===== config.mk =====
export PLATFORM = sky130hd
export DESIGN_NAME = brm_datapath
export DESIGN_NICKNAME = d
export VERILOG_FILES = /design/src/assert_macros.svh /design/src/brm_pkg.sv /design/src/brm_datapath.sv
export SDC_FILE = /design/constraint.sdc
export NUM_CORES = 1
export LEC_CHECK = 0
export BUFFER_PORTS_ARGS = -buffer_cell sky130_fd_sc_hd__buf_2
export CAP_MARGIN = 20
export CORE_MARGIN = 5
export CORE_UTILIZATION = 40
export DETAILED_ROUTE_END_ITERATION = 8
export PLACE_DENSITY_LB_ADDON = 0.2
export SLEW_MARGIN = 20
export SYNTH_ARGS = -nofsm -noshare
export SYNTH_HDL_FRONTEND = slang
export SYNTH_SLANG_ARGS = --single-unit

===== constraint.sdc =====
create_clock -name clk -period 3.2 [get_ports clk]
set_input_delay 0.16 -clock clk [delete_from_list [all_inputs] [get_ports clk]]
set_output_delay 0.16 -clock clk [all_outputs]
set_load 0.005 [all_outputs]

===== src/assert_macros.svh =====
// Assertion helpers shared by the RTL. Empty under synthesis.
`ifndef ASSERT_MACROS_SVH
`define ASSERT_MACROS_SVH
`ifndef SYNTHESIS
`define ASSERT_CLKED(lbl, clk, rst_n, prop) \
	lbl: assert property (@(posedge clk) disable iff (!rst_n) prop) \
	else $error("assertion failed");
`define ASSERT_NEXT(lbl, clk, rst_n, ante, cons) \
	lbl: assert property (@(posedge clk) disable iff (!rst_n) (ante) |=> (cons)) \
	else $error("assertion failed");
`else
`define ASSERT_CLKED(lbl, clk, rst_n, prop)
`define ASSERT_NEXT(lbl, clk, rst_n, ante, cons)
`endif
`endif


===== src/brm_pkg.sv =====
`default_nettype none
package brm_pkg;

	localparam int unsigned VALUE_W = 12;
	localparam int unsigned SYM_W   = 8;
	localparam int unsigned STEP_W  = 5;

	localparam logic [VALUE_W-1:0] MAX_VALID = 12'd3999;

	localparam logic [SYM_W-1:0] SYM_NONE = 8'h00;
	localparam logic [SYM_W-1:0] SYM_I    = 8'h49;
	localparam logic [SYM_W-1:0] SYM_V    = 8'h56;
	localparam logic [SYM_W-1:0] SYM_X    = 8'h58;
	localparam logic [SYM_W-1:0] SYM_L    = 8'h4C;
	localparam logic [SYM_W-1:0] SYM_C    = 8'h43;
	localparam logic [SYM_W-1:0] SYM_D    = 8'h44;
	localparam logic [SYM_W-1:0] SYM_M    = 8'h4D;

	typedef enum logic [1:0] {
		OP_CHECK,
		OP_TERM,
		OP_SECOND
	} op_t;

	typedef struct packed {
		op_t                op;
		logic [VALUE_W-1:0] weight;
		logic [SYM_W-1:0]   sym;
		logic               pair;
		logic [STEP_W-1:0]  fail_step;
	} ucode_t;

	typedef struct packed {
		logic               load;
		logic               sub;
		logic               emit;
		logic               last;
		logic               err;
		logic [SYM_W-1:0]   sym;
		logic [VALUE_W-1:0] weight;
	} dp_ctrl_t;

	typedef struct packed {
		logic ge;
		logic zero_after;
		logic rest_zero;
		logic bad;
		logic out_free;
	} dp_stat_t;

	typedef struct packed {
		logic [VALUE_W-1:0] value;
	} in_payload_t;

	typedef struct packed {
		logic [SYM_W-1:0] symbol;
		logic             last;
		logic             range_error;
	} out_payload_t;

endpackage
`default_nettype wire


===== src/brm_datapath.sv =====
`default_nettype none
// Remainder register, one compare and subtract, and the output register.
module brm_datapath (
	input  wire logic                         clk,
	input  wire logic                         arst_n,
	input  wire logic [brm_pkg::VALUE_W-1:0]  value,
	input  wire brm_pkg::dp_ctrl_t            ctrl,
	input  wire logic                         out_ready,
	output brm_pkg::dp_stat_t                 stat,
	output logic                              out_valid,
	output brm_pkg::out_payload_t             out_payload
);
	logic [brm_pkg::VALUE_W-1:0] rest_q;
	logic [brm_pkg::VALUE_W-1:0] diff;
	logic                        out_valid_q;
	brm_pkg::out_payload_t       out_q;

	assign diff = rest_q - ctrl.weight;

	always_comb begin
		stat.ge         = rest_q >= ctrl.weight;
		stat.zero_after = diff == '0;
		stat.rest_zero  = rest_q == '0;
		stat.bad        = (rest_q == '0) || (rest_q > brm_pkg::MAX_VALID);
		stat.out_free   = !out_valid_q || out_ready;
	end

	always_ff @(posedge clk) begin
		if (ctrl.load) begin
			rest_q <= value;
		end else if (ctrl.sub) begin
			rest_q <= diff;
		end
		if (ctrl.emit) begin
			out_q.symbol      <= ctrl.sym;
			out_q.last        <= ctrl.last;
			out_q.range_error <= ctrl.err;
		end
	end

	always_ff @(posedge clk or negedge arst_n) begin
		if (!arst_n) begin
			out_valid_q <= 1'b0;
		end else if (ctrl.emit) begin
			out_valid_q <= 1'b1;
		end else if (out_ready) begin
			out_valid_q <= 1'b0;
		end
	end

	assign out_valid   = out_valid_q;
	assign out_payload = out_q;
endmodule
`default_nettype wire


==> impl_metrics.yaml <==
floorplanning:
  die_w_um: 71.73
  die_height_um: 71.73
  fp.dieArea_um2: 5144
  fp.coreArea_um2: 3689
  rows: 22
  pin_count: 56
  initial_core_util_pct: 41.32
logic_synthesis:
  syn_nets: 201
  synth-seq-cells: 23
  synth_edf_count: 22
  synth_cell_types: 42
  avgSynthCellArea_um2: 10.30
  ys_seq_area_share_pct: 44.99
  ys.flop_type: "edfxtp_1"
  yosysWarnings: 0
  yosysTopAreaCellShare_pct: 43.35
  ys_top_cells_by_area: "edfxtp_1 (43%), ha_1 (9.9%), o21ai_0 (4.3%)"
  netlist_instances: 148
  yosysTopAreaCell: "edfxtp_1"
  synth.cell_area_um2: 1524
  async_reset_ff_share_pct: 4.348
clocking:
  htreeDepth: 1
  cts_made_buffers: 3
  clock_sinks: 23
  clock_latency_ps: 250
  clkTransAtPathRegs_ps: 80
  ctsLongestPathBuffers: 2
  cts_tree: "built"
  clockRootBuffer: "clkbuf_8"
route:
  drt_iter0_markers: 35
  routed_via_density: 5.118
  first_pass_iters: 4
  antenna_left: 0
  wl_um: 3662
  drc: 0
  num_vias: 1305
  avgRoutedWirePerCell_um: 14.36
run_status:
  status: "complete, no violations"
setup_path:
  cp_slowest_cell: "edfxtp_1"
  crit_path_end_kind: "primary output"
  worstPathArrival_ps: 2900
  start_kind: "flop"
  path_common_cell: "inv_1"
  cp_cell_sequence: "inv_1 > ha_1 > inv_1 > fa_2 > a211oi_4 > nor3_1 > o311ai_1 > nand4_1 > a2111oi_4 > and4_1 > buf_2"
  crit_path_max_fanout: 5
  slowest_delay_ps: 410
  crit_type: "flop to primary output"
  reg2reg_slack_ps: 510
  cp.required_ps: 3040
run:
  maxCapViolations: 0
placed_design:
  io_buffers: 55
  hpwl_um: 3007
  gp_congestion: 0.8214
finish:
  final_nets: 261
  drive_gt1_share_pct: 34.78
  final_util_pct: 52.61
  areaGrowthSynthToFinish_pct: 27.34
  antennaDiodeCount: 0
sta:
  fin_worst_skew_ps: 1.293
  min_period_over_period_pct: 95.60
  relSlewSlack_pct: 74.06
  setup_viol: 0
  drv_slew: 0
  hold_viol_final: 0
  worstMarginPinSlew_ps: 386.4
  rsz0062_at_grt: "yes"
  period_needed_ps: 3059
  max_freq_mhz: 326.9
global_routing:
  grt_util_all_layers_pct: 14.29
  grt_antenna_before_repair: 0
  grt_max_degree: 22
  first_global_vias: 1381
  grt_pass1_wl_um: 5982
  overflow: 0
power_and_ir_drop:
  p_leak_uw: 0.0008695
  ir_worst_vdd_mv: 0.3467
  power-per-cell-area_nw_per_um2: 585.2
  total_power_uw: 1136
hold_path:
  hold_path.class: "input port to flop"
[repair_timing]
| action | 4_1_cts | 5_1_grt |
|---|---|---|
| setup endpoints to repair | 0 | 1 |
| hold buffers | 1 | 0 |
| hold endpoints to repair | 1 | 0 |
| buffers inserted | 0 | 1 |
| gates resized for setup | 0 | 5 |
[cell usage in the layout (no fill, tap or decap), types with 4 or more instances in the layout]
| cell type | instances |
|---|---|
| o21ai_0 | 13 |
| xnor2_1 | 5 |
| nand2_1 | 16 |
| a21oi_1 | 4 |
| nand4_1 | 5 |
| mux2_2 | 4 |
| edfxtp_1 | 22 |
| ha_1 | 12 |
| buf_2 | 55 |
| inv_1 | 15 |
| nor3_1 | 4 |
| nor2_1 | 4 |
| nand3_1 | 4 |
[registers in the layout (all words and copies together) (netlist names)]
signal / flops
rest_q: 12
out_payload: 10
out_valid: 1
[metal layers]
| layer | wire length, um | share of wire (%) | track usage [%] | vias up |
|---|---|---|---|---|
| li1 | - | - | - | 671 |
| met1 | 1512 | 41 | 17.55 | 595 |
| met2 | 1936 | 53 | 26.33 | 39 |
| met3 | 213 | 5.8 | 3.506 | 0 |
| met4 | 0 | 0 | 0.8351 | 0 |
| met5 | 0 | 0 | 0 | - |
[cells by family (layout without fill, tap and decap cells)]
| family | count (synthesis) | count (layout) | share of synthesized area, % |
|---|---|---|---|
| buffers and inverters | 17 | 76 | 4.187 |
| DFF | 23 | 23 | 44.99 |
| and+or+nand+nor | 50 | 50 | 17.24 |
| AOI/OAI and AO/OA | 33 | 33 | 14.86 |
| adders and majority gates | 13 | 13 | 11.17 |
| xor gates and xnor gates | 8 | 8 | 4.598 |
| muxes | 4 | 4 | 2.955 |
[final cells by class]
| cell class | instances | area, um^2 |
|---|---|---|
| Clock buffer | 4 | 45.04 |
| Fill cell | 360 | 1748 |
| Inverter | 15 | 56.30 |
| Multi-Input combinational cell | 108 | 800.8 |
| Sequential cell | 23 | 685.7 |
| Tap cell | 48 | 60.06 |
| Timing Repair Buffer | 57 | 292.8 |
[worst paths after layout]
path                            from              to  cells after the start
max                        rest_q[0]         stat[3]                     11
min                         ctrl[15]  out_payload[5]                      1
max reg2reg                rest_q[0]      rest_q[10]                     10
min reg2reg                out_valid       out_valid                      2
max in group asynchronous     arst_n       out_valid                      2
min in group asynchronous     arst_n       out_valid                      2
[Yosys cell counts (3+ instances only)]
cell	instances
a21oi_1	4
edfxtp_1	22
ha_1	12
inv_1	15
mux2_2	4
nand2_1	16
nand2b_1	3
nand3_1	4
nand4_1	5
nor2_1	4
nor3_1	4
nor4_1	3
o21ai_0	13
or2_2	3
xnor2_1	5
xor2_1	3
[worst max-delay path, delay by kind of cell, from the launching register on]
family | cells | cell delay (ps)
AND/OR/NAND/NOR | 3 | 540
flip-flops | 1 | 410
AO/OA/AOI/OAI | 3 | 920
buffers and inverters | 3 | 240
adder cells (fa/ha/maj) | 2 | 530
[through the flow]
step	hold slack [ps]	instances	setup TNS [ps]	instance area, um^2	worst slack (ps)
floorplan	-135.6	148	0	1524	658.9
global placement	-65.19	249	0	1852	454.4
detailed placement	-64.15	249	0	1852	319.2
CTS	66.01	254	0	1907	23.33
global route	60.16	255	-26.81	1941	-26.81
finish	74.68	255	0	1941	140.9
[power by group]
group / leakage [uW] / switching (uW) / internal, uW
combinational: 0.000614 / 292 / 230
clock: 0.0000228 / 84.8 / 88.5
sequential: 0.000232 / 41.0 / 399
(Power assumes the default switching activity.)
