[src/assert_macros.svh]
// Assertion helpers shared by the RTL. Empty under synthesis.
`ifndef ASSERT_MACROS_SVH
`define ASSERT_MACROS_SVH
`ifndef SYNTHESIS
`define ASSERT_CLKED(lbl, clk, rst_n, prop) \
	lbl: assert property (@(posedge clk) disable iff (!rst_n) prop) \
	else $error("assertion failed");
`define ASSERT_NEXT(lbl, clk, rst_n, ante, cons) \
	lbl: assert property (@(posedge clk) disable iff (!rst_n) (ante) |=> (cons)) \
	else $error("assertion failed");
`else
`define ASSERT_CLKED(lbl, clk, rst_n, prop)
`define ASSERT_NEXT(lbl, clk, rst_n, ante, cons)
`endif
`endif

[src/brm_pkg.sv]
`default_nettype none
package brm_pkg;

	localparam int unsigned VALUE_W = 12;
	localparam int unsigned SYM_W   = 8;
	localparam int unsigned STEP_W  = 5;

	localparam logic [VALUE_W-1:0] MAX_VALID = 12'd3999;

	localparam logic [SYM_W-1:0] SYM_NONE = 8'h00;
	localparam logic [SYM_W-1:0] SYM_I    = 8'h49;
	localparam logic [SYM_W-1:0] SYM_V    = 8'h56;
	localparam logic [SYM_W-1:0] SYM_X    = 8'h58;
	localparam logic [SYM_W-1:0] SYM_L    = 8'h4C;
	localparam logic [SYM_W-1:0] SYM_C    = 8'h43;
	localparam logic [SYM_W-1:0] SYM_D    = 8'h44;
	localparam logic [SYM_W-1:0] SYM_M    = 8'h4D;

	typedef enum logic [1:0] {
		OP_CHECK,
		OP_TERM,
		OP_SECOND
	} op_t;

	typedef struct packed {
		op_t                op;
		logic [VALUE_W-1:0] weight;
		logic [SYM_W-1:0]   sym;
		logic               pair;
		logic [STEP_W-1:0]  fail_step;
	} ucode_t;

	typedef struct packed {
		logic               load;
		logic               sub;
		logic               emit;
		logic               last;
		logic               err;
		logic [SYM_W-1:0]   sym;
		logic [VALUE_W-1:0] weight;
	} dp_ctrl_t;

	typedef struct packed {
		logic ge;
		logic zero_after;
		logic rest_zero;
		logic bad;
		logic out_free;
	} dp_stat_t;

	typedef struct packed {
		logic [VALUE_W-1:0] value;
	} in_payload_t;

	typedef struct packed {
		logic [SYM_W-1:0] symbol;
		logic             last;
		logic             range_error;
	} out_payload_t;

endpackage
`default_nettype wire

[src/brm_sequencer.sv]
`default_nettype none
// Step counter and control decode; freeze on a full output register.
module brm_sequencer (
	input  wire logic                       clk,
	input  wire logic                       arst_n,
	input  wire logic                       start,
	input  wire brm_pkg::ucode_t            uc,
	input  wire brm_pkg::dp_stat_t          stat,
	output logic [brm_pkg::STEP_W-1:0]      step,
	output logic                            busy,
	output brm_pkg::dp_ctrl_t               ctrl
);
	logic [brm_pkg::STEP_W-1:0] step_q;
	logic                       busy_q;
	logic [brm_pkg::STEP_W-1:0] next_step;
	logic                       emit;
	logic                       sub;
	logic                       last;
	logic                       err;
	logic                       done;
	logic                       stall;

	always_comb begin
		emit      = 1'b0;
		sub       = 1'b0;
		last      = 1'b0;
		err       = 1'b0;
		done      = 1'b0;
		next_step = step_q;
		unique case (uc.op)
			brm_pkg::OP_CHECK: begin
				if (stat.bad) begin
					emit = 1'b1;
					last = 1'b1;
					err  = 1'b1;
					done = 1'b1;
				end else begin
					next_step = uc.fail_step;
				end
			end
			brm_pkg::OP_TERM: begin
				if (stat.ge) begin
					emit      = 1'b1;
					sub       = 1'b1;
					last      = stat.zero_after && !uc.pair;
					done      = last;
					next_step = uc.pair ? step_q + brm_pkg::STEP_W'(1) : step_q;
				end else begin
					next_step = uc.fail_step;
				end
			end
			brm_pkg::OP_SECOND: begin
				emit      = 1'b1;
				last      = stat.rest_zero;
				done      = last;
				next_step = step_q - brm_pkg::STEP_W'(1);
			end
			default: begin
				done = 1'b1;
			end
		endcase
	end

	assign stall = emit && !stat.out_free;

	always_ff @(posedge clk or negedge arst_n) begin
		if (!arst_n) begin
			busy_q <= 1'b0;
			step_q <= '0;
		end else if (start) begin
			busy_q <= 1'b1;
			step_q <= '0;
		end else if (busy_q && !stall) begin
			step_q <= next_step;
			if (done) begin
				busy_q <= 1'b0;
			end
		end
	end

	always_comb begin
		ctrl        = '0;
		ctrl.load   = start;
		ctrl.sub    = busy_q && sub && !stall;
		ctrl.emit   = busy_q && emit && !stall;
		ctrl.last   = last;
		ctrl.err    = err;
		ctrl.sym    = uc.sym;
		ctrl.weight = uc.weight;
	end

	assign step = step_q;
	assign busy = busy_q;
endmodule
`default_nettype wire

[config.mk]
export PLATFORM = sky130hd
export DESIGN_NAME = brm_sequencer
export DESIGN_NICKNAME = d
export VERILOG_FILES = /design/src/assert_macros.svh /design/src/brm_pkg.sv /design/src/brm_sequencer.sv
export SDC_FILE = /design/constraint.sdc
export NUM_CORES = 1
export LEC_CHECK = 0
export BUFFER_PORTS_ARGS = -buffer_cell sky130_fd_sc_hd__buf_2
export CAP_MARGIN = 20
export CORE_MARGIN = 2
export CORE_UTILIZATION = 39
export CTS_CLUSTER_SIZE = 40
export DETAILED_ROUTE_END_ITERATION = 16
export GPL_ROUTABILITY_DRIVEN = 0
export HOLD_SLACK_MARGIN = 0.1
export PLACE_DENSITY = 0.8
export SLEW_MARGIN = 40
export SYNTH_ARGS = -nofsm -noshare
export SYNTH_HDL_FRONTEND = slang
export SYNTH_SLANG_ARGS = --single-unit
[constraint.sdc]
create_clock -name clk -period 1.9 [get_ports clk]
set_input_delay 0.19 -clock clk [delete_from_list [all_inputs] [get_ports clk]]
set_output_delay 0.19 -clock clk [all_outputs]
set_load 0.005 [all_outputs]
==> results by stage, run 1 <==
Synth:
- The cell type with the largest total area after synthesis is buf_4.
- The number of flops mapped to enable cells by yosys is 0.
- The async set or reset register ratio after synthesis is 1.000.
- The post-synthesis sequential element count is 6.
- The net count after synthesis is 146.
- In this run the mean area of a mapped cell was 8.097 sq um.
- The count of yosys warnings during synthesis is 0.
- The fraction of synthesized cell area taken by the top area cell type is 0.2051.
- The number of instances in the synthesized netlist is 104.
- The share of the Yosys chip area taken by registers is 0.1783.
- The synthesized netlist contains 34 unique library cells.
- In this run the cell area of the synthesized design comes to 842.1 sq um.
- In the post-synthesis netlist, the biggest area contributors are buf_4 (21%), dfrtp_1 (18%), ha_1 (8.9%).
- The main flop type after synthesis is dfrtp_1.

Setup path:
- The number of cells on the worst reg-to-reg path is 6.
- The endpoint of the worst register-to-register path is step[4]$_DFFE_PN0P_.
- The worst endpoint required time is 2.01 ns.
- The critical path's largest stage delay is 0.46 ns.
- In this run the critical register-to-register path is launched from step[0]$_DFFE_PN0P_.
- At the worst endpoint, the arrival time is 1.69 ns.
- The sort of element at the start of the critical path is a register.
- The critical path class is register to register.
- The standard cell with the maximum stage delay on the critical path is dfrtp_1.
- The number of buffers and inverters on the critical path is 1.
- The maximum fanout encountered on the critical timing path is 8.
- Traced cell by cell, the critical path runs through inv_1 > ha_1 > nor3b_1 > nor2_1 > o311ai_1 > o41ai_1.
- The register-to-register path setup slack is 0.31 ns.
- STA classifies the critical path endpoint as a register.
- The top cell family by delay on the critical path is flip-flops.

Clock tree:
- The depth of the CTS H-tree is 1.
- The number of buffers inserted to repair setup after CTS is 0.
- The hold buffer count at cts is 1.
- After clock tree synthesis, the clock-pin slew on the worst setup and hold paths is 0.04 ns.
- The post-cts sizing count is 0.
- The sink count of the clock tree is 6.
- The insertion delay to the later sink of the worst-skew pair is 0.24 ns.
- The tree is rooted in a clkbuf_4.
- The longest clock path from root to sink contains 2 buffers.
- TritonCTS created 3 clock buffers.
- TritonCTS built the clock tree.

STA:
- Timing would allow up to 629.8 MHz.
- The count of final setup violators is 0.
- The clock arrives with 0.001748 ns of skew.
- The final sum of negative setup slack is 0 ns.
- For the pin with the worst max-slew slack, the measured transition is 0.3607 ns.
- The worst hold slack is 0.1990 ns.
- The final hold violation count is 0.
- The total count of max-transition violations in the final report is 0.
- In this run the tightest slew margin relative to its limit is 0.7595.
- Setup repair after global routing left no endpoint under its margin.
- After layout, the minimum clock period comes to 1.588 ns.
- The final worst-path cycle share is 0.8356.

Placement:
- The wire-length estimate of the detail-placed layout is 1.479 mm.
- Once placement completed, the tool counted placed cells totaling 130.
- During placement, the flow inserted port buffers numbering 26.

Min path:
- The end point of the worst hold path is step[1]$_DFFE_PN0P_.
- The launch instance of the worst min-delay path is start.
- The number of cells traversed by the worst hold path is 2.
- The class of the worst hold path is input port to register.

Global route:
- The first global-routing pass estimated 2.835 mm of wire.
- The global route total overflow is 0.
- The number of antenna violations at the first check in global routing came to 0.
- Entering global routing, the biggest net connects 10 pins.
- Across every metal layer, demand over resource in global routing totals 0.1410.
- The via count of the first global-routing pass is 628.

Layout:
- The synthesis-to-layout area growth is -2.526%.
- The repair_antennas step left the layout with diodes totalling 0.
- Of the cells placed in the final design, the portion with a size suffix greater than 1 is 0.3084.
- The final design utilization is 0.4100.
- The net total in the final layout is 151.
- After the flow finishes, the layout carries non-filler instances totaling 134.

Floorplanning:
- The floorplan step set the die width to 50.47 um.
- The floorplan has 16 rows.
- The initial cell density of the core is 0.4206.
- The area of the placeable core is 0.002002 sq mm.
- The floorplan die height is 50.47 um.
- The number of top-level pins is 67.
- The die covers 0.002547 sq mm.

Detailed routing:
- Using the TritonRoute via totals, the vias-per-cell ratio works out to 5.642.
- The starting DRC count in detailed routing is 34.
- In the routed design, unresolved DRC markers number 0.
- The via count is 756.
- The wire length reported by the detailed router is 1.830 mm.
- The number of detailed-routing iterations run before antenna repair is 4.
- The number of nets with antenna violations after detailed routing is 0.
- Dividing the detail-routed wire length by the instance count gives 13.66 um.

Power and ir drop:
- Summed over all cells, the static leakage comes to 0.4182 nW.
- The total power per unit cell area is 567.6 mW/mm^2.
- VDD sags by at most 0.0003672 V.
- After layout, the design draws a total of 0.4658 mW.

Run:
- Max-cap violations in this run came to 0.

Run status:
- The flow ran to the end, and the final reports show no timing, DRC or antenna violations.
[flip-flops by register name (all words and copies together) (netlist names)]
name	count
step	5
busy	1
[cell type report]
type	instances	area, sq um
tap	27	33.78
sequential	6	150.1
clock buffer	3	22.52
inverter	9	33.78
fill	218	1181
multi-input combinational	62	440.4
timing repair buffer	27	140.1
[metrics by stage]
step                area [sq um]  setup slack [ns]
floorplan                  842.1            0.4009
CTS                        820.8            0.3274
global route               820.8            0.2130
finish                     820.8            0.3123
detailed placement         788.3            0.1304
global placement           788.3            0.2009
[layout by cell type, fill, tap and decap left out, types with 2 or more instances in the layout]
cell / n
o21ai_0: 2
nor2_1: 7
inv_1: 9
o311ai_0: 2
nand2_1: 3
nand3_1: 3
a211oi_1: 4
a22oi_1: 2
o21ai_1: 2
a2bb2oi_1: 2
xor2_1: 2
ha_1: 6
and3b_1: 2
dfrtp_1: 6
a21oi_1: 8
clkbuf_4: 3
buf_2: 26
[logic make-up (layout without fill, tap and decap cells)]
logic type | count (synthesis) | count (layout) | share of synthesized area
multiplexers | 1 | 1 | 0.01337
flip-flops | 6 | 6 | 0.1783
buffers and inverters | 36 | 39 | 0.2987
AND/OR/NAND/NOR | 22 | 22 | 0.1397
XOR/XNOR | 3 | 3 | 0.03121
AO/OA/AOI/OAI | 30 | 30 | 0.2497
adder cells (fa/ha/maj) | 6 | 6 | 0.08915
[Yosys cell counts, types with 3 or more instances]
cell and n:
buf_6 4, dfrtp_1 6, nand3_1 3, ha_1 6, nand2_1 3, inv_1 9, a211oi_1 4, a21oi_1 8
nor2_1 7, buf_4 23
[worst max-delay path by stage]
stage | from | endpoint | slack, ns | cells after the start
final | step[0]$_DFFE_PN0P_ | step[4]$_DFFE_PN0P_ | 0.31 | 6
after global routing | step[0]$_DFFE_PN0P_ | step[4]$_DFFE_PN0P_ | 0.21 | 6
after CTS | step[0]$_DFFE_PN0P_ | step[4]$_DFFE_PN0P_ | 0.33 | 6
after detailed placement | uc[26] | step[4]$_DFFE_PN0P_ | 0.13 | 7
after global placement | uc[26] | step[4]$_DFFE_PN0P_ | 0.20 | 7
after floorplan | uc[26] | step[4]$_DFFE_PN0P_ | 0.40 | 7
[where the power goes]
part / switching (mW) / internal [mW] / leakage [nW] / total, mW
logic: 0.0946 / 0.0872 / 0.327 / 0.182
clock network: 0.0417 / 0.0712 / 0.0138 / 0.113
registers: 0.0287 / 0.142 / 0.0770 / 0.171
[routing by layer]
metal,vias to the layer above,track usage,share of wire
li1,354,-,-
met1,359,0.1920,0.42
met2,39,0.2061,0.47
met3,4,0.04167,0.11
met4,0,0.05856,0.0033
met5,-,0,0
No activity file was read; power rests on OpenSTA's default activity.
==> run 2: changes to the inputs <==
Clock period 1.9 ns to 1.6 ns, I/O delays scaled along.
==> run 2 against run 1 <==
Compared with the run above: clock power rose by 27%; sequential power rose by 13%; die area did not move; setup slack got worse by 0.22 ns; core utilization rose by 1.9 points; critical endpoint unchanged; largest power group unchanged.
==> results by stage, run 2 (synthesis results as in run 1) <==
Run status:
- The flow ran to the end, and the final reports show no timing, DRC or antenna violations.

Detailed routing:
- The number of detailed-routing iterations run before antenna repair is 4 (unchanged).
- The detailed-route wire length per cell is 13.45 um (-1.5%).
- The starting DRC count in detailed routing is 28 (-18%).
- The via count is 755 (-0.13%).
- The number of DRC violations after detailed routing is 0 (unchanged).
- The wire length reported by the detailed router is 1.869 mm (+2.1%).
- The via count normalized by instance count is 5.432 (-3.7%).
- The number of nets with antenna violations after detailed routing is 0 (unchanged).

Power and ir drop:
- The switching power is 0.2087 mW (+26%).
- The part of the total power dissipated in combinational logic is 0.423 (+0.033).
- The internal cell power is 0.3752 mW (+25%).
- The clock network fraction of total power is 0.246 (+0.004).
- The total power per unit cell area is 680.2 mW/mm^2 (+20%).
- The static leakage power is 0.4434 nW (+6.0%).
- The peak supply drop is 0.0004454 V (+21%).
- The share of total power in sequential cells is 0.331 (-0.036).
- The total power consumption of the routed design is 0.5839 mW (+25%).
- The switching part of the total power is 0.3574 (+0.003016).

STA:
- The final hold violation count is 0 (unchanged).
- The achievable clock frequency was 665.2 MHz (+5.6%).
- Setup repair after global routing could not meet its margin everywhere.
- The time the final worst path needs with I/O delays and setup came to 1.503 ns (-0.08439 ns).
- The total count of max-transition violations in the final report is 0 (unchanged).
- The remaining max-slew budget at the tightest pin was 0.7649 (+0.005409).
- The count of final setup violators is 0 (unchanged).
- The measured slew at the worst slew-check pin is 0.3503 ns (-0.01046 ns).
- The final worst-path cycle share is 0.9396 (+0.1039).
- The worst clock skew on the final layout is 0.01017 ns (+0.008418 ns).

Layout:
- The total inserted antenna cells came to 0 (unchanged).
- The final design utilization came to 0.4288 (+0.01875).
- The top cell types in the final layout, fill and taps aside, are buf_2 (26), inv_1 (9), a21oi_1 (8).
- The number of filler instances in the final layout is 209 (-4.1%).
- The flip-flop count of the largest register after layout was 5 (unchanged).
- The net total in the final layout is 156 (+3.3%).
- The area taken by flip-flops and latches is 150.1 sq um (unchanged).
- The area of the multi-input gates is 440.4 sq um (unchanged).
- Leaving out fill and tap cells, the most frequent cell in the layout is buf_2.
- The synthesis-to-layout area growth is 1.932%.
- The share of post-route cells with drive strength above 1 came to 0.3393 (+0.03087).

Floorplanning:
- The number of top-level pins is 67 (unchanged).
- The floorplan die height was 50.47 um (unchanged).
- The die width is 50.47 um (unchanged).
- The row count is 16 (unchanged).
- The total die area is 0.002547 sq mm (unchanged).
- The initial cell density of the core came to 0.4206 (unchanged).
- The area of the placeable core came to 0.002002 sq mm (unchanged).

Global route:
- The via count of the first global-routing pass was 672 (+7.0%).
- The first-pass GRT wire length came to 2.960 mm (+4.4%).
- The pin count of the biggest net entering global routing is 10 (unchanged).
- The global routing usage summed across all routing layers is 0.1532 (+0.01224).
- The number of antenna violations at the first check in global routing is 0 (unchanged).
- The global route total overflow is 0 (unchanged).

Clock tree:
- The post-cts sizing count is 0 (unchanged).
- Clock tree synthesis selected as its root buffer the cell clkbuf_4.
- The sink count of the clock tree is 6 (unchanged).
- The number of buffers created by CTS was 3 (unchanged).
- The insertion delay to the later sink of the worst-skew pair came to 0.25 ns (about the same).
- The number of buffers inserted to repair setup after CTS is 0 (unchanged).
- The number of buffers on the longest clock path is 2 (unchanged).
- The clock tree from TritonCTS is yes.
- The depth of the CTS H-tree is 1 (unchanged).
- The register clock-pin slew on the reported worst setup and hold paths is 0.05 ns (about the same).

Placement:
- The estimated wirelength of the detail-placed design came to 1.548 mm (+4.7%).
- The number of buffers inserted by port buffering is 26 (unchanged).

Setup path:
- The critical path's largest stage delay is 0.39 ns (-0.07 ns).
- The critical path goes through inv_1 > ha_1 > nor3b_1 > nor2_1 > o311ai_1 > o41ai_1.
- The critical path ends at step[4]$_DFFE_PN0P_.
- The standard cell with the maximum stage delay on the critical path is dfrtp_1.
- The kind of end point of the critical path is a register.
- The maximum fanout encountered on the critical timing path is 3 (-5).
- The worst setup path startpoint is step[0]$_DFFE_PN0P_.
- The worst register-to-register path begins at step[0]$_DFFE_PN0P_.
- The critical path in this run is classified as register to register.
- The register-to-register path setup slack is 0.1 ns (-0.22 ns).
- The cell count of the worst reg-to-reg path came to 6 (unchanged).
- The worst register-to-register path ends at step[4]$_DFFE_PN0P_.
- The arrival time of data at the critical path endpoint is 1.63 ns (-0.06 ns).
- STA classifies the critical path startpoint as a register.
- The worst endpoint required time is 1.72 ns (-0.29 ns).

Run:
- The count of maximum capacitance violations is 0 (unchanged).

Min path:
- The class of the worst hold path is input port to register.
- The number of cells traversed by the worst hold path came to 2 (unchanged).
run 2: critical path: cells and delay by family (launching register included):
kind            cells  cell delay, ns
compound gates      2            0.36
fa+ha+maj           1            0.18
buf+inv             1            0.07
flops               1            0.39
simple gates        2            0.38
run 2: layout make-up:
cell class	instances	share of cell area
inverters	9	0.03936
well taps	27	0.03936
repair buffers	32	0.2070
flip-flops and latches	6	0.1749
clock buffers	3	0.02624
multi-input cells	62	0.5131
run 2: per-stage QoR:
stage	hold WS, ns	worst slack, ns	instance area, sq um	setup TNS [ns]	instances
2_1_floorplan	-0.1356	0.1309	842.1	0	104
3_3_place_gp	-0.01345	0.04495	825.8	0	135
3_5_place_dp	-0.01022	-0.01054	825.8	-0.02068	135
4_1_cts	0.1533	0.09033	858.3	0	139
5_1_grt	0.1557	-0.003102	858.3	-0.003102	139
6_report	0.1652	0.09671	858.3	0	139
run 2: power groups by stage:
stage / clock [mW] / combinational (mW) / sequential, mW
6_report: 0.144 / 0.247 / 0.193
3_3_place_gp: 0 / 0.235 / 0.194
3_5_place_dp: 0 / 0.244 / 0.195
5_1_grt: 0.160 / 0.274 / 0.197
4_1_cts: 0.150 / 0.247 / 0.193
2_1_floorplan: 0 / 0.202 / 0.193
run 2: worst min path at each step:
| stage | slack [ns] | from | end |
|---|---|---|---|
| 6_report | 0.17 | start | step[3]$_DFFE_PN0P_ |
| 5_1_grt | 0.16 | start | step[3]$_DFFE_PN0P_ |
| 4_1_cts | 0.15 | start | step[3]$_DFFE_PN0P_ |
| 3_5_place_dp | -0.01 | arst_n | busy$_DFFE_PN0P_ |
| 3_3_place_gp | -0.01 | arst_n | busy$_DFFE_PN0P_ |
| 2_1_floorplan | -0.14 | arst_n | busy$_DFFE_PN0P_ |
run 2: timing repair:
action / CTS / global route
setup endpoints to repair: 0 / 1
endpoints found under the hold margin: 6 / 0
hold buffers: 1 / 0
run 2: metal layers:
layer  global-route usage  vias to the layer above  wire (um)
met4              0.08108                        0         20
li1                     -                      367          -
met1               0.1897                      341        818
met5                    0                        -          0
met2               0.2368                       40        830
met3              0.04762                        7        200
