### src/assert_macros.svh
// Assertion helpers shared by the RTL. Empty under synthesis.
`ifndef ASSERT_MACROS_SVH
`define ASSERT_MACROS_SVH
`ifndef SYNTHESIS
`define ASSERT_CLKED(lbl, clk, rst_n, prop) \
	lbl: assert property (@(posedge clk) disable iff (!rst_n) prop) \
	else $error("assertion failed");
`define ASSERT_NEXT(lbl, clk, rst_n, ante, cons) \
	lbl: assert property (@(posedge clk) disable iff (!rst_n) (ante) |=> (cons)) \
	else $error("assertion failed");
`else
`define ASSERT_CLKED(lbl, clk, rst_n, prop)
`define ASSERT_NEXT(lbl, clk, rst_n, ante, cons)
`endif
`endif

### src/brm_pkg.sv
`default_nettype none
package brm_pkg;

	localparam int unsigned VALUE_W = 12;
	localparam int unsigned SYM_W   = 8;
	localparam int unsigned STEP_W  = 5;

	localparam logic [VALUE_W-1:0] MAX_VALID = 12'd3999;

	localparam logic [SYM_W-1:0] SYM_NONE = 8'h00;
	localparam logic [SYM_W-1:0] SYM_I    = 8'h49;
	localparam logic [SYM_W-1:0] SYM_V    = 8'h56;
	localparam logic [SYM_W-1:0] SYM_X    = 8'h58;
	localparam logic [SYM_W-1:0] SYM_L    = 8'h4C;
	localparam logic [SYM_W-1:0] SYM_C    = 8'h43;
	localparam logic [SYM_W-1:0] SYM_D    = 8'h44;
	localparam logic [SYM_W-1:0] SYM_M    = 8'h4D;

	typedef enum logic [1:0] {
		OP_CHECK,
		OP_TERM,
		OP_SECOND
	} op_t;

	typedef struct packed {
		op_t                op;
		logic [VALUE_W-1:0] weight;
		logic [SYM_W-1:0]   sym;
		logic               pair;
		logic [STEP_W-1:0]  fail_step;
	} ucode_t;

	typedef struct packed {
		logic               load;
		logic               sub;
		logic               emit;
		logic               last;
		logic               err;
		logic [SYM_W-1:0]   sym;
		logic [VALUE_W-1:0] weight;
	} dp_ctrl_t;

	typedef struct packed {
		logic ge;
		logic zero_after;
		logic rest_zero;
		logic bad;
		logic out_free;
	} dp_stat_t;

	typedef struct packed {
		logic [VALUE_W-1:0] value;
	} in_payload_t;

	typedef struct packed {
		logic [SYM_W-1:0] symbol;
		logic             last;
		logic             range_error;
	} out_payload_t;

endpackage
`default_nettype wire

### src/brm_ucode_rom.sv
`default_nettype none
// Microprogram: a range check, then one step per greedy term and one more
// step for the second symbol of each subtractive pair.
module brm_ucode_rom (
	input  wire logic [brm_pkg::STEP_W-1:0] step,
	output brm_pkg::ucode_t                 uc
);
	always_comb begin
		unique case (step)
			5'd0:  uc = '{brm_pkg::OP_CHECK,  12'd0,    brm_pkg::SYM_NONE, 1'b0, 5'd1};
			5'd1:  uc = '{brm_pkg::OP_TERM,   12'd1000, brm_pkg::SYM_M,    1'b0, 5'd2};
			5'd2:  uc = '{brm_pkg::OP_TERM,   12'd900,  brm_pkg::SYM_C,    1'b1, 5'd4};
			5'd3:  uc = '{brm_pkg::OP_SECOND, 12'd0,    brm_pkg::SYM_M,    1'b0, 5'd4};
			5'd4:  uc = '{brm_pkg::OP_TERM,   12'd500,  brm_pkg::SYM_D,    1'b0, 5'd5};
			5'd5:  uc = '{brm_pkg::OP_TERM,   12'd400,  brm_pkg::SYM_C,    1'b1, 5'd7};
			5'd6:  uc = '{brm_pkg::OP_SECOND, 12'd0,    brm_pkg::SYM_D,    1'b0, 5'd7};
			5'd7:  uc = '{brm_pkg::OP_TERM,   12'd100,  brm_pkg::SYM_C,    1'b0, 5'd8};
			5'd8:  uc = '{brm_pkg::OP_TERM,   12'd90,   brm_pkg::SYM_X,    1'b1, 5'd10};
			5'd9:  uc = '{brm_pkg::OP_SECOND, 12'd0,    brm_pkg::SYM_C,    1'b0, 5'd10};
			5'd10: uc = '{brm_pkg::OP_TERM,   12'd50,   brm_pkg::SYM_L,    1'b0, 5'd11};
			5'd11: uc = '{brm_pkg::OP_TERM,   12'd40,   brm_pkg::SYM_X,    1'b1, 5'd13};
			5'd12: uc = '{brm_pkg::OP_SECOND, 12'd0,    brm_pkg::SYM_L,    1'b0, 5'd13};
			5'd13: uc = '{brm_pkg::OP_TERM,   12'd10,   brm_pkg::SYM_X,    1'b0, 5'd14};
			5'd14: uc = '{brm_pkg::OP_TERM,   12'd9,    brm_pkg::SYM_I,    1'b1, 5'd16};
			5'd15: uc = '{brm_pkg::OP_SECOND, 12'd0,    brm_pkg::SYM_X,    1'b0, 5'd16};
			5'd16: uc = '{brm_pkg::OP_TERM,   12'd5,    brm_pkg::SYM_V,    1'b0, 5'd17};
			5'd17: uc = '{brm_pkg::OP_TERM,   12'd4,    brm_pkg::SYM_I,    1'b1, 5'd19};
			5'd18: uc = '{brm_pkg::OP_SECOND, 12'd0,    brm_pkg::SYM_V,    1'b0, 5'd19};
			5'd19: uc = '{brm_pkg::OP_TERM,   12'd1,    brm_pkg::SYM_I,    1'b0, 5'd0};
			default: uc = '{brm_pkg::OP_CHECK, 12'd0,   brm_pkg::SYM_NONE, 1'b0, 5'd0};
		endcase
	end
endmodule
`default_nettype wire

### config.mk
export PLATFORM = sky130hd
export DESIGN_NAME = brm_ucode_rom
export DESIGN_NICKNAME = d
export VERILOG_FILES = /design/src/assert_macros.svh /design/src/brm_pkg.sv /design/src/brm_ucode_rom.sv
export SDC_FILE = /design/constraint.sdc
export NUM_CORES = 1
export LEC_CHECK = 0
export ABC_AREA = 0
export CAP_MARGIN = 20
export CORE_MARGIN = 1.5
export CORE_UTILIZATION = 56
export DETAILED_ROUTE_END_ITERATION = 10
export DONT_BUFFER_PORTS = 1
export GPL_TIMING_DRIVEN = 0
export PLACE_DENSITY_LB_ADDON = 0.25
export SLEW_MARGIN = 40
export SYNTH_ARGS = -nofsm -noshare
export SYNTH_HDL_FRONTEND = slang
export SYNTH_SLANG_ARGS = --single-unit
### constraint.sdc
create_clock -name vclk -period 1.1
set_input_delay 0.055 -clock vclk [all_inputs]
set_output_delay 0.055 -clock vclk [all_outputs]
set_load 0.03 [all_outputs]
==> impl_results.md, run 1 <==
- Unique cell type count in the Yosys netlist: 37
- Site Rows: 12
- Placed Area: 895 um^2
- Xor and xnor area share after synthesis: 0%
- Largest net degree at the start of global routing: 11
- Synth Instances: 114
- Error: [ERROR DPL-0038] Utilization greater than 100%, impossible to legalize
- HPWL Detailed: 1.54 mm
- Mapped cell area: 736 um^2
- Die Y: 39.2 um
- Yosys warns: 0
- Worst_ep kind: primary output
- Pre-CTS setup slack: -351 ps
- Placer Congestion: 0.925
- Initial Utilization: 62.8%
- Simple-gate share of the synthesized area: 32.1%
- Ports: 33
- Multiplexer area fraction after synthesis: 2.72%
- Adder-cell area share of the yosys netlist: 17.0%
- Die Wd: 39.2 um
- Synthesized area per cell: 6.45 um^2
- GR repair worst EP: uc[1]
- Status: stopped before the end
- Largest family of logic cells by synthesized area: compound AO/OA/AOI/OAI gates
- Halt point of the flow: global routing (5_1_grt)
- I/O Buffers: 0
- Compound-Gate Fraction of Synth Area: 33.0%
- Placed cell count: 131
- Register area share after synthesis: 0%
[cell usage after synthesis (2+ instances only)]
library cell | n | share of area [%]
clkbuf_1 | 4 | 2.0
o31ai_1 | 2 | 2.0
nor2_1 | 9 | 4.6
and2b_1 | 2 | 2.0
nand2b_1 | 5 | 4.3
nand3b_1 | 2 | 2.0
nor2b_1 | 8 | 6.8
mux2i_1 | 2 | 2.7
o21ai_0 | 10 | 6.8
buf_6 | 2 | 3.1
o211ai_1 | 2 | 2.0
inv_1 | 6 | 3.1
ha_1 | 10 | 17
a21oi_1 | 11 | 7.5
nand2_1 | 8 | 4.1
buf_4 | 5 | 5.1
o21bai_1 | 2 | 2.0
a211oi_1 | 2 | 2.0
o21a_1 | 2 | 2.0
nor3_1 | 2 | 1.4
buf_2 | 2 | 1.4
[through the flow]
step / hold slack [ps] / util [%]
after CTS: 330 / 96.4
after floorplan: 308 / -
after detailed placement: 330 / 76.4
after global placement: 326 / 76.4
[what timing repair did]
action | 4_1_cts
buffers inserted | 11
endpoints found under the setup margin | 20
pin swaps | 10
hold buffers | 0
resized for setup | 40
[cells by family after synthesis]
logic type      count (synthesis)
compound gates                 39
buf+inv                        19
simple gates                   43
fa+ha+maj                      10
other cells                     1
mux                             2
==> run 2, diff against run 1 <==
- CORE_AREA: default -> 2 2 63 65
- CORE_MARGIN: 1.5 -> default
- CORE_UTILIZATION: 56 -> default
- DIE_AREA: default -> 0 0 65 67
- PLACE_DENSITY_LB_ADDON: 0.25 -> 0.15
- clock period: 1.1 -> 1.45 ns (I/O delays scaled with it)
==> impl_results.md, run 2 <==
- Synthesized area per cell: 6.45 um^2 (unchanged)
- DRT antenna net count: 0
- Seq cells: 0
- Vias in the first global route: 777
- Crit end category: output pin
- RSZ-0062 raised after global routing: true
- Crit path arrival time: 1390 ps
- Crit Path Max Fanout: 9
- Area of the core: 0.00361 mm^2
- Synth cell count leaders: a21oi_1 (11), ha_1 (10), o21ai_0 (10)
- Die area: 0.00436 mm^2
- Switching share of power: 70.5%
- Simple-gate share of the synthesized area: 32.1% (unchanged)
- Register area share after synthesis: 0% (unchanged)
- Max stage delay on crit path: 410 ps
- Most frequent cells in the layout: ha_1 (9), nor2_1 (8), nand2_1 (8), a21oi_1 (7)
- Count leader, synth: a21oi_1
- Top area cells in the synthesized netlist: ha_1 (17%), a21oi_1 (7.5%), nor2b_1 (6.8%)
- Final nets: 134
- Final wirelength: 2.49 mm
- Total power: 0.000353 W
- Top layer in use: met3
- I/O Buffers: 0 (unchanged)
- Synth Instances: 114 (unchanged)
- Number of iterations in the first detailed-routing pass: 4
- Flop pwr share: 0%
- Power share of the clock group: 0%
- Initial antenna violation count: 0
- Final min period: 1460 ps
- Xor and xnor area share after synthesis: 0% (unchanged)
- Compound-Gate Fraction of Synth Area: 33.0% (unchanged)
- Storage cell area: 0 um^2
- First-pass GRT wire length: 4.04 mm
- Yosys warns: 0 (unchanged)
- Largest family of logic cells by synthesized area: compound AO/OA/AOI/OAI gates
- Mapped cell area: 736 um^2 (unchanged)
- Worst Max-Slew Pin Slew: 782 ps
- Site Rows: 22 (+10)
- Die Wd: 65 um (+66%)
- Hold Path Class: input port to output pin
- Multiplexer area fraction after synthesis: 2.72% (unchanged)
- Max-cap violations: 0
- Critical path class: input port to output pin
- HPWL Detailed: 1.97 mm (+28%)
- Met3 wire len: 211 um
- Status: complete, but fails checks
- Slew Viols, Final: 0
- Unique cell type count in the Yosys netlist: 37 (unchanged)
- Area fraction of the dominant cell type after synthesis: 17.0% (unchanged)
- Maximum clock rate: 684 MHz
- Overall routing resource usage: 11.6%
- Worst relative slew slack: 47.9%
- Tcrit/Tclk final: 101%
- Initial Utilization: 20.4% (-42 points)
- Switch Pwr: 0.000249 W
- Power density cells: 385 mW/mm^2
- Ports: 33 (unchanged)
- Metal2 WL: 1.23 mm
- ANT cells: 0
- Synth area leader: ha_1
- Non-Filler Instances: 165
- Largest net degree at the start of global routing: 11
- Final setup fails: 1
- Placer Congestion: 0.830 (-10%)
- Avg Vias per Cell: 4.97
- Layout clock buffer count: 0
- WP data required: 1380 ps
- Slowest-stage cell, CP: ha_2
- Adder-cell area share of the yosys netlist: 17.0% (unchanged)
- Worst path cell trace: inv_1 -> ha_2 -> or2b_4 -> a21oi_4 -> buf_6
- Min Hold Slack: 390 ps
- Grt total ovfl: 0
- Via count: 820
- Area grow syn2layout: 24.7%
- Critical Path Start Type: input port
- VDD IR max: 0.105 mV
- Post-CTS setup repair buffer count: 0 (-11)
- DR DRC count: 0
- CTS Hold Bufs: 0 (unchanged)
- Hold Vio Cnt, Final: 0
- Share of layout cells above drive strength 1: 23.1%
- Die Y: 67 um (+71%)
- Final Instance Area: 917 um^2
- Placed cell count: 165 (+26%)
- Initial DRC count: 26
- Failing checks: setup timing
- Internal power: 0.000104 W
- Static leakage: 0.367 nW
- Pre-CTS setup slack: -237 ps (+115 ps)
- Routed len/inst: 15.1 um
- Post-Route M1 WL: 1.05 mm
- Most common cell after layout, fill and taps aside: ha_1
- Comb pwr share: 100.0%
- Placed Area: 832 um^2 (-7.0%)
- Setup ws final: -12.1 ps
==> run 2: power by group through the flow <==
stage / clock network, W / registers, W / logic [W]
floorplan: 0 / 0 / 0.000275
global placement: 0 / 0 / 0.000321
detailed placement: 0 / 0 / 0.000324
CTS: 0 / 0 / 0.000339
global route: 0 / 0 / 0.000378
finish: 0 / 0 / 0.000353
==> run 2: path summary, 6_finish.rpt <==
check	slack (ps)	cells after the start	to	start
worst min-delay path	390	3	uc[16]	step[1]
worst max-delay path	-10	5	uc[22]	step[0]
==> run 2: area by class of cell <==
type                            instances  area, um^2
Tap cell                               48        60.1
Fill cell                             400        2690
Multi-Input combinational cell         98         746
Buffer                                 13        88.8
Inverter                                6        22.5
==> run 2: routing by layer <==
layer | GRT usage [%] | vias to the layer above
met1 | 16.2 | 389
li1 | - | 397
met4 | 0 | 0
met2 | 20.2 | 34
met3 | 1.52 | 0
met5 | 0 | -
==> run 2: kinds of logic after synthesis <==
group           Yosys count
mux                       2
other cells               1
simple gates             43
fa+ha+maj                10
compound gates           39
buf+inv                  19
==> run 2: metrics by stage <==
| stage | util [%] | setup TNS (ps) |
|---|---|---|
| 2_1_floorplan | - | 0 |
| 3_3_place_gp | 22.9 | -1190 |
| 3_5_place_dp | 23.1 | -956 |
| 4_1_cts | 24.2 | -65.1 |
| 5_1_grt | 25.4 | -179 |
| 6_report | 25.4 | -12.1 |
==> run 2: timing repair <==
item | CTS | global route
resized for setup | 9 | 8
pin swaps | 0 | 2
endpoints found under the setup margin | 7 | 10
==> run 2: critical path, delay by kind of cell <==
kind	cells	cell delay, ps
buffers and inverters	2	280
adders and majority gates	1	410
and+or+nand+nor	1	320
AOI/OAI and AO/OA	1	290
Power figures use the tool's default switching activity.
==> run 3, diff against run 2 <==
--- a/config.mk
+++ b/config.mk
@@ -7,9 +7,9 @@
 export LEC_CHECK = 0
 export ABC_AREA = 0
+export BUFFER_PORTS_ARGS = -buffer_cell sky130_fd_sc_hd__buf_2
 export CAP_MARGIN = 20
 export CORE_AREA = 2 2 63 65
 export DETAILED_ROUTE_END_ITERATION = 10
 export DIE_AREA = 0 0 65 67
-export DONT_BUFFER_PORTS = 1
 export GPL_TIMING_DRIVEN = 0
 export PLACE_DENSITY_LB_ADDON = 0.15
==> constraint.sdc (replaced) <==
create_clock -name vclk -period 1.45
set_input_delay 0.0725 -clock vclk [all_inputs]
set_output_delay 0.0725 -clock vclk [all_outputs]
set_load 0.1 [all_outputs]
==> impl_results.md, run 3 (same netlist as run 2, synthesis figures left out) <==
- Initial antenna violation count: 0 (unchanged)
- Largest net degree at the start of global routing: 11 (unchanged)
- Most common cell after layout, fill and taps aside: buf_4
- Die area: 0.00436 mm^2 (unchanged)
- Die Y: 67 um (unchanged)
- I/O Buffers: 28 (+28)
- WP data required: 1380 ps (about the same)
- ANT cells: 0 (unchanged)
- Final wirelength: 2.77 mm (+11%)
- Status: complete, but fails checks
- HPWL Detailed: 2.07 mm (+4.6%)
- Most frequent cells in the layout: buf_4 (19), buf_6 (9), nand2_1 (8), buf_12 (8), ha_1 (7)
- Tcrit/Tclk final: 103% (+2.3 points)
- Layout clock buffer count: 0 (unchanged)
- Share of layout cells above drive strength 1: 56.9% (+34 points)
- DR DRC count: 0 (unchanged)
- Slew Viols, Final: 0 (unchanged)
- Grt total ovfl: 0 (unchanged)
- Fin util: 41.9% (+16 points)
- Area of the core: 0.00361 mm^2 (unchanged)
- Slowest-stage cell, CP: or2b_4
- Number of cells on the worst hold path: 4 (+1)
- Crit end category: output pin
- Via count: 932 (+14%)
- Overall routing resource usage: 13.1% (+1.4 points)
- CTS Hold Bufs: 0 (unchanged)
- Failing checks: setup timing
- Ports: 33 (unchanged)
- First-pass GRT wire length: 4.60 mm (+14%)
- Final setup fails: 1 (unchanged)
- Vias in the first global route: 906 (+17%)
- Seq cells: 0 (unchanged)
- DRT antenna net count: 0 (unchanged)
- RSZ-0062 raised after global routing: true
- Crit Path Max Fanout: 6 (-3)
- Hold Vio Cnt, Final: 0 (unchanged)
- Number of iterations in the first detailed-routing pass: 4 (unchanged)
- Die Wd: 65 um (unchanged)
- Max stage delay on crit path: 320 ps (-90 ps)
- Crit path arrival time: 1420 ps (+30 ps)
- CP most frequent cell: buf_12
- Power density cells: 577 mW/mm^2 (+50%)
- Critical path class: input port to output pin
- Routed len/inst: 13.8 um (-8.6%)
- Static leakage: 0.607 nW (+65%)
- Initial DRC count: 35 (+35%)
- Storage cell area: 0 um^2 (unchanged)
- VDD IR max: 0.296 mV (+180%)
- Avg Vias per Cell: 4.64 (-6.7%)
- Final nets: 170 (+27%)
- Max-cap violations: 0 (unchanged)
- Final min period: 1500 ps (+33.0 ps)
- Site Rows: 22 (unchanged)
- Initial Utilization: 20.4% (unchanged)
- Pre-CTS setup slack: -731 ps (-495 ps)
- Area grow syn2layout: 105%
- Hold Path Class: input port to output pin
- Placer Congestion: 0.774 (-6.7%)
- Worst path cell trace: buf_12 -> clkinvlp_4 -> ha_4 -> or2b_4 -> a21o_1 -> o21ai_4 -> buf_12
- Setup ws final: -45.1 ps (-33.0 ps)
- Critical Path Start Type: input port
- Maximum clock rate: 669 MHz (-2.2%)
==> run 3: path summary, 6_finish.rpt <==
path	end	from	slack, ps
worst max-delay path	uc[1]	step[0]	-50
worst min-delay path	uc[4]	step[1]	600
==> run 3: layout make-up <==
class,count,area [um^2]
Timing Repair Buffer,36,398
Fill cell,369,2100
Inverter,6,32.5
Multi-Input combinational cell,98,906
Tap cell,48,60.1
Buffer,13,114
==> run 3: worst max-delay path: cells and delay by family <==
family,cells,cell delay [ps]
compound gates,2,340
fa+ha+maj,1,310
buf+inv,3,380
simple gates,1,320
==> run 3: routing by layer <==
layer	track usage [%]	vias up	share of wire [%]	routed length [um]
li1	-	470	-	-
met3	0.507	0	3.2	88
met2	23.3	20	49	1350
met5	0	-	0	0
met4	0.532	0	0	0
met1	18.2	442	48	1330
==> run 3: power breakdown <==
group / switching, W / total (W) / leakage, nW / internal (W)
Sequential: 0 / 0 / 0 / 0
Clock: 0 / 0 / 0 / 0
Combinational: 0.000601 / 0.000871 / 0.607 / 0.000270
Total: 0.000601 / 0.000871 / 0.607 / 0.000270
==> run 3: metrics by stage <==
| step | hold WS (ps) | total power, W | cells | instance area [um^2] | setup TNS, ps |
|---|---|---|---|---|---|
| after global placement | 735 | 0.000730 | 193 | 1180 | -9410 |
| after CTS | 657 | 0.000825 | 198 | 1390 | -89.0 |
| after floorplan | 434 | 0.000629 | 117 | 982 | -4020 |
| final | 604 | 0.000871 | 201 | 1510 | -45.1 |
| after detailed placement | 728 | 0.000731 | 193 | 1180 | -9140 |
| after global routing | 633 | 0.000909 | 201 | 1510 | -142 |
==> run 3: what timing repair did <==
item                       in CTS  in global routing
pin swaps                       5                  3
resized for setup              53                 28
setup endpoints to repair      22                 19
buffers inserted                5                  3
cloned                          0                  0
==> run 4, diff against run 3 <==
- clock period: 1.45 -> 1.6 ns (I/O delays scaled with it)
==> impl_results.md, run 4 (same netlist as run 2, synthesis figures left out) <==
- Status: finished clean
- Critical path class: input port to output pin
- Overall routing resource usage: 12.4% (-0.62 points)
- Hold Vio Cnt, Final: 0 (unchanged)
- Share of layout cells above drive strength 1: 50.7% (-6.2 points)
- Power density cells: 543 mW/mm^2 (-5.9%)
- Fin util: 36.9% (-5.0 points)
- Area grow syn2layout: 80.8%
- Number of iterations in the first detailed-routing pass: 4 (unchanged)
- I/O Buffers: 28 (unchanged)
- Vias in the first global route: 862 (-4.9%)
- Setup crit start: step[0]
- Final wirelength: 2.66 mm (-4.0%)
- DR DRC count: 0 (unchanged)
- Site Rows: 22 (unchanged)
- DRT antenna net count: 0 (unchanged)
- Hold Path Class: input port to output pin
- Crit path arrival time: 1470 ps (+50 ps)
- Maximum clock rate: 646 MHz
- First-pass GRT wire length: 4.35 mm (-5.5%)
- Tcrit/Tclk final: 96.7%
- CTS Hold Bufs: 0 (unchanged)
- VDD IR max: 0.182 mV (-38%)
- Crit end category: output pin
- Critical Path Start Type: input port
- Max-cap violations: 0 (unchanged)
- Seq cells: 0 (unchanged)
- Routed len/inst: 13.6 um (-1.6%)
- Slew Viols, Final: 0 (unchanged)
- Die Wd: 65 um (unchanged)
- Initial antenna violation count: 0 (unchanged)
- Static leakage: 0.554 nW (-8.6%)
- Area of the core: 0.00361 mm^2 (unchanged)
- HPWL Detailed: 2.03 mm (-1.8%)
- Placer Congestion: 0.832 (+7.4%)
- Largest net degree at the start of global routing: 11 (unchanged)
- WP data required: 1520 ps (+140 ps)
- RSZ-0062 raised after global routing: false
- Most common cell after layout, fill and taps aside: buf_4
- Avg Vias per Cell: 4.66 (+0.57%)
- Crit Path Max Fanout: 9 (+3)
- Final min period: 1550 ps
- Die area: 0.00436 mm^2 (unchanged)
- Grt total ovfl: 0 (unchanged)
- Initial DRC count: 29 (-17%)
- ANT cells: 0 (unchanged)
- Total power: 0.000722 W (-17%)
- Storage cell area: 0 um^2 (unchanged)
- Initial Utilization: 20.4% (unchanged)
- Final nets: 165 (-2.9%)
- Ports: 33 (unchanged)
- Final setup fails: 0 (-1)
- Via count: 914 (-1.9%)
- Layout clock buffer count: 0 (unchanged)
- Number of cells on the worst hold path: 4 (unchanged)
- Hold_sp: step[3]
- Most frequent cells in the layout: buf_4 (13), buf_2 (10), nand2_1 (8), ha_1 (8)
- Die Y: 67 um (unchanged)
==> run 4: changes by cell type in the layout (fill, tap and decap cells not counted), moves of 3 or more <==
cell / previous run / this run
buf_12: 8 / 3
buf_2: 4 / 10
buf_4: 19 / 13
buf_6: 9 / 6
clkbuf_4: 2 / 5
o21ai_0: 3 / 6
==> run 4: area by class of cell <==
cell class,count,area (um^2)
fill,378,2280
multi-input combinational,98,856
timing repair buffer,31,272
buffer,13,114
tap,48,60.1
inverter,6,28.8
==> run 4: path summary, 6_finish.rpt <==
check      to  slack [ps]
max     uc[1]          50
min    uc[17]         650
==> run 4: timing repair <==
item	CTS	global route
cloned	0	0
setup endpoints to repair	20	12
resized for setup	35	12
pin swaps	1	2
buffers inserted	2	1
==> run 4: per-stage QoR <==
step                hold slack, ps  cells  setup WS (ps)  instance area, um^2  TNS [ps]
global route                   702    196           8.46                 1330         0
finish                         653    196           52.9                 1330         0
floorplan                      449    117           -503                  952     -2030
global placement               753    193           -560                 1150     -6060
CTS                            701    195           5.51                 1290         0
detailed placement             753    193           -558                 1150     -5840
==> run 4: per-layer routing <==
layer | global-route usage (%) | routed length, um
met1 | 17.7 | 1210
met2 | 22.0 | 1300
met3 | 0.507 | 133
met4 | 0 | 14
met5 | 0 | 0
==> run 4: critical path, cell delays in order <==
cell	delay, ps
buf_6	120
clkinvlp_4	120
ha_4	300
or2b_4	310
a21o_1	190
o21ai_4	140
buf_12	190
==> run 4: power by group <==
group / switching [W] / internal [W] / leakage [nW]
logic: 0.000528 / 0.000194 / 0.554
registers: 0 / 0 / 0
clock network: 0 / 0 / 0
total: 0.000528 / 0.000194 / 0.554
